==> config.mk <==
export PLATFORM = sky130hd
export DESIGN_NAME = serial_keyboard_scancode_decoder
export DESIGN_NICKNAME = d
export VERILOG_FILES = /design/src/hdl/skd_pkg.sv /design/src/hdl/skd_decode.sv /design/src/hdl/skd_emit.sv /design/src/hdl/serial_keyboard_scancode_decoder.sv
export SDC_FILE = /design/constraint.sdc
export NUM_CORES = 1
export LEC_CHECK = 0
export ABC_AREA = 1
export BUFFER_PORTS_ARGS = -buffer_cell sky130_fd_sc_hd__buf_2
export CELL_PAD_IN_SITES_DETAIL_PLACEMENT = 0
export CELL_PAD_IN_SITES_GLOBAL_PLACEMENT = 2
export CORE_AREA = 5 5 207 209
export CTS_CLUSTER_DIAMETER = 40
export DETAILED_ROUTE_END_ITERATION = 8
export DIE_AREA = 0 0 212 214
export PLACE_DENSITY_LB_ADDON = 0.1
export SLEW_MARGIN = 15
export SYNTH_ARGS = -nofsm -noshare
export SYNTH_HDL_FRONTEND = slang
export SYNTH_HIERARCHICAL = 1
export SYNTH_SLANG_ARGS = --single-unit
==> constraint.sdc <==
create_clock -name i_clk -period 16.6 [get_ports i_clk]
set_input_delay 0 -clock i_clk [delete_from_list [all_inputs] [get_ports i_clk]]
set_output_delay 0 -clock i_clk [all_outputs]
set_load 0.03 [all_outputs]
==> src/hdl/skd_pkg.sv <==
package skd_pkg;

    localparam logic [1:0] KIND_PRESS   = 2'd0;
    localparam logic [1:0] KIND_RELEASE = 2'd1;
    localparam logic [1:0] KIND_GROUP   = 2'd2;
    localparam logic [1:0] KIND_COMMAND = 2'd3;

    localparam logic [7:0] BYTE_RESET   = 8'hff;
    localparam logic [7:0] BYTE_LAYOUT  = 8'hfe;
    localparam logic [7:0] BYTE_IDLE    = 8'h7f;
    localparam logic [7:0] BYTE_ERROR   = 8'h7e;
    localparam logic [7:0] BYTE_NULL    = 8'h00;
    localparam logic [7:0] BYTE_NULL_HI = 8'h80;

    localparam logic [7:0] CMD_RESET     = 8'd1;
    localparam logic [7:0] CMD_CLICK_OFF = 8'd11;

    localparam int NUM_GROUPS = 4;

    typedef enum logic [1:0] {
        PH_NONE         = 2'd0,
        PH_WANT_RESET   = 2'd1,
        PH_WANT_DECLICK = 2'd2
    } t_phase;

    typedef struct packed {
        logic                               key_vld;
        logic                               key_rel;
        logic [6:0]                         key_code;
        logic                               idle_vld;
        logic [NUM_GROUPS-1:0][31:0]        grp_mask;
        logic                               cmd_vld;
        logic [7:0]                         cmd;
    } t_dec;

endpackage

==> src/hdl/skd_decode.sv <==
module skd_decode (
    input  logic          i_clk,
    input  logic          i_rst_n,
    input  logic [7:0]    i_byte,
    input  logic          i_fire,
    output skd_pkg::t_dec o_dec
);

    logic [skd_pkg::NUM_GROUPS-1:0][31:0] r_held, n_held;
    logic                                 r_skip, n_skip;
    skd_pkg::t_phase                      r_phase, n_phase;
    logic [7:0]                           key_m1;

    assign key_m1 = i_byte - 8'd1;

    always_comb begin
        n_held  = r_held;
        n_skip  = r_skip;
        n_phase = r_phase;
        o_dec   = '0;
        if (r_skip) begin
            n_skip = 1'b0;
        end else begin
            unique case (i_byte) inside
                skd_pkg::BYTE_RESET: begin
                    n_skip  = 1'b1;
                    n_phase = skd_pkg::PH_WANT_DECLICK;
                end
                skd_pkg::BYTE_LAYOUT: begin
                    n_skip = 1'b1;
                end
                skd_pkg::BYTE_IDLE: begin
                    o_dec.idle_vld = 1'b1;
                    o_dec.grp_mask = r_held;
                    o_dec.cmd_vld  = (r_phase == skd_pkg::PH_WANT_RESET) ||
                                     (r_phase == skd_pkg::PH_WANT_DECLICK);
                    o_dec.cmd      = (r_phase == skd_pkg::PH_WANT_RESET) ?
                                     skd_pkg::CMD_RESET : skd_pkg::CMD_CLICK_OFF;
                    n_held         = '0;
                    n_phase        = skd_pkg::PH_NONE;
                end
                skd_pkg::BYTE_ERROR, skd_pkg::BYTE_NULL, skd_pkg::BYTE_NULL_HI: begin
                end
                default: begin
                    o_dec.key_vld  = 1'b1;
                    o_dec.key_rel  = key_m1[7];
                    o_dec.key_code = key_m1[6:0];
                    n_held[key_m1[6:5]][key_m1[4:0]] = ~key_m1[7];
                end
            endcase
        end
    end

    always_ff @(posedge i_clk) begin
        if (!i_rst_n) begin
            r_held  <= '0;
            r_skip  <= 1'b0;
            r_phase <= skd_pkg::PH_WANT_RESET;
        end else if (i_fire) begin
            r_held  <= n_held;
            r_skip  <= n_skip;
            r_phase <= n_phase;
        end
    end

    assert property (@(posedge i_clk) disable iff (!i_rst_n)
        (i_fire && o_dec.idle_vld) |=> (r_held == '0) && (r_phase == skd_pkg::PH_NONE))
        else $error("idle byte left keys held or a command armed");

    assert property (@(posedge i_clk) disable iff (!i_rst_n)
        !(o_dec.key_vld && o_dec.idle_vld))
        else $error("byte decoded as both key and idle");

    assert property (@(posedge i_clk) disable iff (!i_rst_n)
        r_skip |-> (o_dec == '0))
        else $error("skipped byte produced a result");

endmodule

==> src/hdl/skd_emit.sv <==
module skd_emit (
    input  logic          i_clk,
    input  logic          i_rst_n,
    input  logic          i_fire,
    input  skd_pkg::t_dec i_dec,
    input  logic          i_out_ready,
    output logic          o_can_take,
    output logic          o_valid,
    output logic [1:0]    o_kind,
    output logic [6:0]    o_key_code,
    output logic [1:0]    o_group_index,
    output logic [31:0]   o_group_mask,
    output logic [7:0]    o_command,
    output logic          o_last
);

    logic [skd_pkg::NUM_GROUPS-1:0]       r_gvld;
    logic [skd_pkg::NUM_GROUPS-1:0][31:0] r_gmask;
    logic                                 r_cvld;
    logic [7:0]                           r_cmd;
    logic                                 r_out_valid;
    logic [1:0]                           r_kind;
    logic [6:0]                           r_key_code;
    logic [1:0]                           r_group_index;
    logic [31:0]                          r_group_mask;
    logic [7:0]                           r_command;
    logic                                 r_last;

    logic                                 adv;
    logic                                 pend_any;
    logic                                 head_gv;
    logic [1:0]                           head_g;
    logic [skd_pkg::NUM_GROUPS-1:0]       rest_g;

    assign adv        = !r_out_valid || i_out_ready;
    assign pend_any   = (|r_gvld) || r_cvld;
    assign o_can_take = !pend_any && adv;

    always_comb begin
        head_g  = 2'd0;
        head_gv = 1'b0;
        for (int g = 0; g < skd_pkg::NUM_GROUPS; g++) begin
            if (r_gvld[g]) begin
                head_g  = g[1:0];
                head_gv = 1'b1;
            end
        end
        rest_g = r_gvld & ~(4'b0001 << head_g);
    end

    always_ff @(posedge i_clk) begin
        if (!i_rst_n) begin
            r_gvld      <= '0;
            r_cvld      <= 1'b0;
            r_out_valid <= 1'b0;
        end else begin
            if (adv) begin
                if (head_gv) begin
                    r_out_valid     <= 1'b1;
                    r_kind          <= skd_pkg::KIND_GROUP;
                    r_key_code      <= '0;
                    r_group_index   <= head_g;
                    r_group_mask    <= r_gmask[head_g];
                    r_command       <= '0;
                    r_last          <= (rest_g == '0) && !r_cvld;
                    r_gvld[head_g]  <= 1'b0;
                end else if (r_cvld) begin
                    r_out_valid     <= 1'b1;
                    r_kind          <= skd_pkg::KIND_COMMAND;
                    r_key_code      <= '0;
                    r_group_index   <= '0;
                    r_group_mask    <= '0;
                    r_command       <= r_cmd;
                    r_last          <= 1'b1;
                    r_cvld          <= 1'b0;
                end else if (i_fire && i_dec.key_vld) begin
                    r_out_valid     <= 1'b1;
                    r_kind          <= i_dec.key_rel ? skd_pkg::KIND_RELEASE
                                                     : skd_pkg::KIND_PRESS;
                    r_key_code      <= i_dec.key_code;
                    r_group_index   <= '0;
                    r_group_mask    <= '0;
                    r_command       <= '0;
                    r_last          <= 1'b1;
                end else begin
                    r_out_valid     <= 1'b0;
                end
            end
            if (i_fire && i_dec.idle_vld) begin
                for (int g = 0; g < skd_pkg::NUM_GROUPS; g++) begin
                    r_gvld[g] <= (i_dec.grp_mask[g] != '0);
                end
                r_gmask <= i_dec.grp_mask;
                r_cvld  <= i_dec.cmd_vld;
                r_cmd   <= i_dec.cmd;
            end
        end
    end

    assign o_valid       = r_out_valid;
    assign o_kind        = r_kind;
    assign o_key_code    = r_key_code;
    assign o_group_index = r_group_index;
    assign o_group_mask  = r_group_mask;
    assign o_command     = r_command;
    assign o_last        = r_last;

    assert property (@(posedge i_clk) disable iff (!i_rst_n)
        i_fire |-> !pend_any)
        else $error("new byte taken while results still pending");

    assert property (@(posedge i_clk) disable iff (!i_rst_n)
        (r_out_valid && r_kind == skd_pkg::KIND_COMMAND) |-> r_last)
        else $error("command result not marked last");

    assert property (@(posedge i_clk) disable iff (!i_rst_n)
        (r_out_valid && r_kind == skd_pkg::KIND_GROUP) |-> (r_group_mask != '0))
        else $error("empty group mask emitted");

    assert property (@(posedge i_clk) disable iff (!i_rst_n)
        !i_fire |=> $countones(r_gvld) <= $countones($past(r_gvld)))
        else $error("pending groups grew without a new byte");

endmodule

==> src/hdl/serial_keyboard_scancode_decoder.sv <==
// Serial keyboard byte decoder.
// Input channel: i_valid / o_ready carry one received byte on i_rx_byte per beat.
// Output channel: o_valid / i_ready carry one result per beat: o_kind selects
// key press, key release, released group mask or command byte; o_last marks the
// final result of a byte. Fields that do not apply to a kind read as zero.
// A key byte passes the input and then the result register. An idle byte passes
// the input register and pending group and command registers, then gives one
// result per cycle while i_ready is high, up to five (four group masks, highest
// group first, then a command). Throughput: one key byte per cycle while i_ready
// is high; the input register stalls while an idle byte's pending results drain
// from the result register. Skipped, reset, layout and ignored bytes give no
// result. Reset clears the held-key map and arms a keyboard reset command, sent
// at the first idle byte. When the receiver stalls, the result register holds and
// the input register fills, then o_ready drops; no beat is lost.
module serial_keyboard_scancode_decoder (
    input  logic        i_clk,
    input  logic        i_rst_n,
    input  logic        i_valid,
    output logic        o_ready,
    input  logic [7:0]  i_rx_byte,
    output logic        o_valid,
    input  logic        i_ready,
    output logic [1:0]  o_kind,
    output logic [6:0]  o_key_code,
    output logic [1:0]  o_group_index,
    output logic [31:0] o_group_mask,
    output logic [7:0]  o_command,
    output logic        o_last
);

    logic          r_in_valid;
    logic [7:0]    r_in_byte;
    logic          can_take;
    logic          fire;
    skd_pkg::t_dec dec;

    assign fire    = r_in_valid && can_take;
    assign o_ready = !r_in_valid || fire;

    always_ff @(posedge i_clk) begin
        if (!i_rst_n) begin
            r_in_valid <= 1'b0;
            r_in_byte  <= '0;
        end else if (o_ready) begin
            r_in_valid <= i_valid;
            r_in_byte  <= i_rx_byte;
        end
    end

    skd_decode u_decode (
        .i_clk   (i_clk),
        .i_rst_n (i_rst_n),
        .i_byte  (r_in_byte),
        .i_fire  (fire),
        .o_dec   (dec)
    );

    skd_emit u_emit (
        .i_clk         (i_clk),
        .i_rst_n       (i_rst_n),
        .i_fire        (fire),
        .i_dec         (dec),
        .i_out_ready   (i_ready),
        .o_can_take    (can_take),
        .o_valid       (o_valid),
        .o_kind        (o_kind),
        .o_key_code    (o_key_code),
        .o_group_index (o_group_index),
        .o_group_mask  (o_group_mask),
        .o_command     (o_command),
        .o_last        (o_last)
    );

endmodule
==> results of run 1 <==
power by group through the flow:
stage / Combinational [mW] / Sequential [mW] / Clock [mW]
finish: 0.0918 / 0.878 / 1.21
global route: 0.101 / 0.878 / 1.28
CTS: 0.0932 / 0.878 / 1.24
detailed placement: 0.0899 / 0.895 / 0
global placement: 0.0898 / 0.894 / 0
floorplan: 0.0536 / 0.901 / 0
what timing repair did:
item                                   CTS  global route
resized for setup                        0             0
hold buffers                            17             0
buffers inserted                         0             0
endpoints found under the hold margin   13             0
cells in the mapped netlist, drive strengths merged (16+ instances only):
library cell and count:
nor2 661, nand2 559, inv 233, edfxtp 188, dfxtp 146, nand3 79, o21ai 70, buf 65
a21oi 38, clkbuf 37, and2 16, nand4 16
per-stage QoR:
| step | power, mW | util |
|---|---|---|
| floorplan | 0.9548 | - |
| global placement | 0.9841 | 0.4093 |
| detailed placement | 0.9845 | 0.4093 |
| CTS | 2.206 | 0.4632 |
| global route | 2.254 | 0.4637 |
| finish | 2.177 | 0.4637 |
layout make-up:
type	instances	area (µm²)	area share
Multi-Input combinational cell	1464	6071	0.3221
Inverter	234	882.1	0.04680
Sequential cell	334	8568	0.4546
Timing Repair Buffer	99	638.1	0.03386
Clock inverter	37	402.9	0.02138
Clock buffer	73	1619	0.08591
Tap cell	532	665.6	0.03532
worst paths after layout:
path	to	slack [ps]	cells past startpoint
hold reg to reg	u_decode/r_phase[0]	470	2
setup reg to reg	u_emit/r_gmask[85]	12500	9
setup / recovery	u_emit/r_gmask[85]	12500	9
hold / removal	u_decode/r_phase[0]	80	3
cells by family (layout without fill, tap and decap cells):
group,count (synthesis),in the layout,synth area share
AO/OA/AOI/OAI,110,110,0.03509
adder cells (fa/ha/maj),6,6,0.004679
flip-flops,334,334,0.5340
AND/OR/NAND/NOR,1342,1342,0.3343
XOR/XNOR,1,1,0.001014
buffers and inverters,336,443,0.09062
other,1,5,0.0002337
layer usage:
metal,up-vias,global-route usage,share of wire
li1,6697,-,-
met1,6095,0.3519,0.52
met2,356,0.2855,0.40
met3,57,0.03965,0.062
met4,0,0.04810,0.017
met5,-,0,0
sequential cells by signal (all words and copies together), names as in the netlist, 2 cells and up:
| name | cells |
|---|---|
| u_emit/o_kind | 2 |
| u_emit/o_group_index | 2 |
| u_emit/o_group_mask | 32 |
| u_emit/r_cmd | 8 |
| u_decode/r_held | 128 |
| u_emit/r_gvld | 4 |
| u_emit/r_gmask | 128 |
| r_in_byte | 8 |
| u_emit/o_key_code | 7 |
| u_decode/r_phase | 2 |
| u_emit/o_command | 8 |
placed cells by master (no fill, tap or decap), types with 9 or more instances in the layout:
cell,netlist,layout
buf_2,37,64
a21oi_1,36,36
buf_4,11,17
nor2_1,645,643
clkbuf_16,0,59
nand2_1,551,551
o21ai_0,69,69
nand4_1,14,14
nand3_1,74,74
edfxtp_1,188,188
dlygate4sd3_1,0,17
dfxtp_1,146,146
clkinvlp_4,0,10
nor2_2,11,11
inv_1,228,227
and2_1,16,16
clkbuf_8,0,9
critical path: stages, from the launching register on:
cell	delay, ps
dfxtp_1	430
ha_1	290
nand3_1	150
nor3_2	190
nand2_1	130
nor2_1	380
nand2_1	380
nor2_4	160
buf_4	860
buf_4	700
==> metrics.cfg, run 1 <==
[drt]
wl_per_cell_um = 17.79
vias_per_cell = 4.762
wirelength_mm = 49.34
drc = 0
drt_iter0_drc = 1168
antenna_left = 0
via_count = 13210
dr.pass1.iters = 5

[placed_design]
gp_congestion = 0.8371
post-place-ws_ps = 12510
dp.cells = 2645
dp_hpwl_mm = 31.81
port_buffers = 65
place_area_mm2 = 0.01663

[sta]
slew_headroom = 0.2502
hold_viol_final = 0
finalSetupViolCount = 0
max_freq_mhz = 244.1
slew_viol_final = 0
tightest_slew_ps = 1124
fin_tns_setup_ps = 0
whs_ps = 75.01
min_period_ps = 4097
fin_skew_ps = 13.06
rsz0062_at_grt = false
min_period_over_period = 0.2468
worst_slack_ps = 12500

[floorplanning]
fp.dieH_um = 214
start_util = 0.3947
die_w_um = 212
num_rows = 74
fp.dieArea_mm2 = 0.04537
io_pins = 66
core_area_mm2 = 0.04065

[logic_synthesis]
postSynthAreaPerCell_um2 = 7.532
ys.flop_type = edfxtp_1
synth_async_sr_flop_share = 0
synth_top_area_share = 0.3519
synth_largest_area_cell = edfxtp_1
yosysWarnings = 6
yosysSeqAreaShare = 0.5340
synth_edf_count = 188
ys_seq_elements = 334
synth.cell_area_mm2 = 0.01604
synth_cells = 2130
ys_top_cells_by_area = edfxtp_1 35%, dfxtp_1 18%, nor2_1 15%
ys_types = 35

[hold_path]
min-delay-start = i_rst_n
hold_path.class = in -> reg

[critical_path]
regToRegStartpoint = r_in_byte[1]
end_kind = flip-flop
cp.arrival_ps = 4330
cp.required_ps = 16840
startpoint = r_in_byte[1]
crit_type = reg -> reg
critPathMaxFanout = 84
start_kind = flip-flop

[pwr]
swShare = 0.2390
power.switching_mw = 0.5205
ir_worst_vdd_mv = 0.06571
p_int_mw = 1.657
pwr-share-clk = 0.555
seq_power_share = 0.403
leakagePower_nw = 7.494
combPwrFrac = 0.042
power.density_mw_per_mm2 = 115.5

[layout]
final_cells = 2773
fin_nets = 2209
fillCellCount = 4081
fin_area_mm2 = 0.01885
diodes = 0
drive_above_1_share = 0.1031
area_growth_pct = 17.47

[global_route]
grt_use_total = 0.2136
grt_pass1_wl_mm = 75.26
overflow = 0
grt_max_degree = 129
antenna_found_initial = 0
first_global_vias = 12180

[clock_network]
numCtsBuffers = 58
cts_max_level = 2
cts_root_buf = clkbuf_16
cts_tree = built
cts_max_path_buffers = 3
clkTransAtPathRegs_ps = 60
cts_num_sinks = 334
clock_latency_ps = 610

[outcome]
outcome = completed

[run]
maxCapViolations = 0

Power figures use the tool's default switching activity.
==> run 2: changes to the inputs <==
--- a/config.mk
+++ b/config.mk
@@ -5,14 +5,14 @@
 export SDC_FILE = /design/constraint.sdc
 export NUM_CORES = 1
 export LEC_CHECK = 0
-export ABC_AREA = 1
+export ABC_AREA = 0
 export BUFFER_PORTS_ARGS = -buffer_cell sky130_fd_sc_hd__buf_2
 export CELL_PAD_IN_SITES_DETAIL_PLACEMENT = 0
 export CELL_PAD_IN_SITES_GLOBAL_PLACEMENT = 2
-export CORE_AREA = 5 5 207 209
+export CORE_AREA = 5 5 196 198
 export CTS_CLUSTER_DIAMETER = 40
 export DETAILED_ROUTE_END_ITERATION = 8
-export DIE_AREA = 0 0 212 214
+export DIE_AREA = 0 0 201 203
 export PLACE_DENSITY_LB_ADDON = 0.1
 export SLEW_MARGIN = 15
 export SYNTH_ARGS = -nofsm -noshare
==> constraint.sdc (replaced) <==
create_clock -name i_clk -period 3.95 [get_ports i_clk]
set_input_delay 0 -clock i_clk [delete_from_list [all_inputs] [get_ports i_clk]]
set_output_delay 0 -clock i_clk [all_outputs]
set_load 0.03 [all_outputs]
==> run 2 against run 1 <==
Effect of this change:
- synthesized area decreased by 5.8%
- largest power group unchanged
- utilization up 2.5 points
- clock skew rose by 5.0 ps
- cell area fell by 5.8%
- hold slack better by 87 ps
- power rose to 4.1 times the previous value
- largest cell class unchanged
- global-route usage decreased by 2.1 points
- combinational power rose to 4.0 times the previous value
- routed wire length decreased by 20%
- critical path depth decreased by 2
- setup slack got worse by 12000 ps
- die area decreased by 10%
==> metrics.cfg, run 2 <==
[critical_path]
slowest_stage = ha_1
critPathMaxFanout = 116
start_kind = flip-flop
regToRegStartpoint = r_in_byte[1]
cp.required_ps = 4130
cp.arrival_ps = 3530
slowest_delay_ps = 520
r2r_cells = 7
startpoint = r_in_byte[1]
crit_type = reg -> reg
end_kind = flip-flop
path_cells = ha_1 > nand4_1 > nor3_4 > buf_4 > nand2_4 > nor2_4 > buf_12

[drt]
drc = 0
wl_per_cell_um = 20.18
antenna_left = 0
wirelength_mm = 39.59
drt_iter0_drc = 620
dr.pass1.iters = 6
vias_per_cell = 5.146
via_count = 10100

[clock_network]
cts_root_buf = clkbuf_16
clock_latency_ps = 570
ctsHoldBuffers = 27
post-cts-setup-buffers = 0
cts_max_level = 2
cts_num_sinks = 334
cts_tree = built
cts_max_path_buffers = 3
clkTransAtPathRegs_ps = 50
numCtsBuffers = 51
cts_resized = 0

[floorplanning]
fp.dieArea_mm2 = 0.04080
start_util = 0.4158
core_area_mm2 = 0.03635
io_pins = 66
die_w_um = 201
num_rows = 70
fp.dieH_um = 203

[logic_synthesis]
yosysSeqAreaShare = 0.5669
ys_top_cells_by_area = edfxtp_1 37%, dfxtp_1 19%, mux2i_1 11%
synth_async_sr_flop_share = 0
yosysWarnings = 6
synth_cells = 1375
synth_most_common_cell = nand2_1
synth_largest_area_cell = edfxtp_1
ys.flop_type = edfxtp_1
synth_top_area_share = 0.3735
postSynthAreaPerCell_um2 = 10.99
synth.cell_area_mm2 = 0.01511
ys_seq_elements = 334
synth_edf_count = 188
ys_types = 73
ys_top_cells_by_count = 262 x nand2_1, 188 x edfxtp_1, 168 x mux2i_1

[layout]
area_growth_pct = 17.47
fillCellCount = 3350
final_cell_mix = 261 x nand2_1, 188 x edfxtp_1, 168 x mux2i_1
diodes = 0
mostFrequentLayoutCell = nand2_1
drive_above_1_share = 0.1426
multiInputGateArea_mm2 = 0.005811
seqCellArea_mm2 = 0.008572
fin_nets = 1469

[pwr]
seq_power_share = 0.417
finalPower_mw = 8.858
p_int_mw = 6.918
pwr-share-clk = 0.542
power.density_mw_per_mm2 = 498.9
power.switching_mw = 1.941
leakagePower_nw = 7.316
combPwrFrac = 0.042
ir_worst_vdd_mv = 0.3203
swShare = 0.2191

[hold_path]
min-delay-start = i_ready
min_path_cells = 4
hold_path.class = in -> reg

[sta]
min_period_over_period = 0.8483
rsz0062_at_grt = false
max_freq_mhz = 298.4
slew_headroom = 0.3626
tightest_slew_ps = 946.2
min_period_ps = 3351
finalSetupViolCount = 0
slew_viol_final = 0
fin_tns_setup_ps = 0
fin_skew_ps = 18.05
hold_viol_final = 0

[placed_design]
dp_hpwl_mm = 25.54
gp_congestion = 0.7627
port_buffers = 65

[global_route]
first_global_vias = 10130
grt_max_degree = 117
grt_use_total = 0.1927
antenna_found_initial = 0
gr-usage-met2 = 0.2919
grt_busiest_layer = met2
use_met1 = 0.2879
overflow = 0
grt_pass1_wl_mm = 61.33
grt_use_met3 = 0.02907

[run]
maxCapViolations = 0

[outcome]
outcome = completed

## run 2: cell families (layout without fill, tap and decap cells)
family	after synthesis	after routing	share of synthesized area
compound gates	125	125	0.05008
xor+xnor	3	3	0.001739
fa+ha+maj	7	7	0.005712
buf+inv	115	230	0.05381
flops	334	334	0.5669
mux	169	169	0.1123
other cells	1	5	0.0002481
simple gates	621	621	0.2093
## run 2: layout make-up
cell class,count,area share
Tap cell,468,0.03298
Inverter,10,0.002255
Multi-Input combinational cell,930,0.3273
Clock inverter,40,0.02995
Sequential cell,334,0.4828
Clock buffer,56,0.07414
Timing Repair Buffer,124,0.05060
## run 2: critical path: cells and delay by family (launching register included)
kind	cells	cell delay, ps
fa+ha+maj	1	520
buf+inv	2	840
flops	1	480
simple gates	4	1020
## run 2: worst paths after layout
kind | to | slack, ps
max | u_emit/r_gmask[48] | 600
min | u_emit/r_gvld[2] | 160
max reg2reg | u_emit/r_gmask[48] | 600
min reg2reg | u_decode/r_held[29] | 450
## run 2: power groups by stage
| stage | registers [mW] | clock network [mW] | logic [mW] |
|---|---|---|---|
| 3_5_place_dp | 3.76 | 0 | 0.354 |
| 2_1_floorplan | 3.78 | 0 | 0.235 |
| 5_1_grt | 3.69 | 5.06 | 0.401 |
| 3_3_place_gp | 3.76 | 0 | 0.357 |
| 6_report | 3.69 | 4.80 | 0.369 |
| 4_1_cts | 3.69 | 4.90 | 0.375 |
## run 2: metrics by stage
stage	util	std cells	setup WS [ps]	area, µm²	hold slack (ps)
floorplan	-	1379	3.562	15180	76.23
detailed placement	0.4302	1839	623.0	15640	211.8
CTS	0.4885	1962	621.6	17750	126.6
global placement	0.4302	1839	724.9	15640	224.5
finish	0.4885	1962	599.1	17750	162.3
global route	0.4885	1962	381.0	17750	187.2
## run 2: per-layer routing
| layer | vias to the layer above | wire length [µm] |
|---|---|---|
| met5 | - | 0 |
| met4 | 0 | 846 |
| li1 | 4982 | - |
| met2 | 185 | 17310 |
| met3 | 58 | 1503 |
| met1 | 4872 | 19930 |
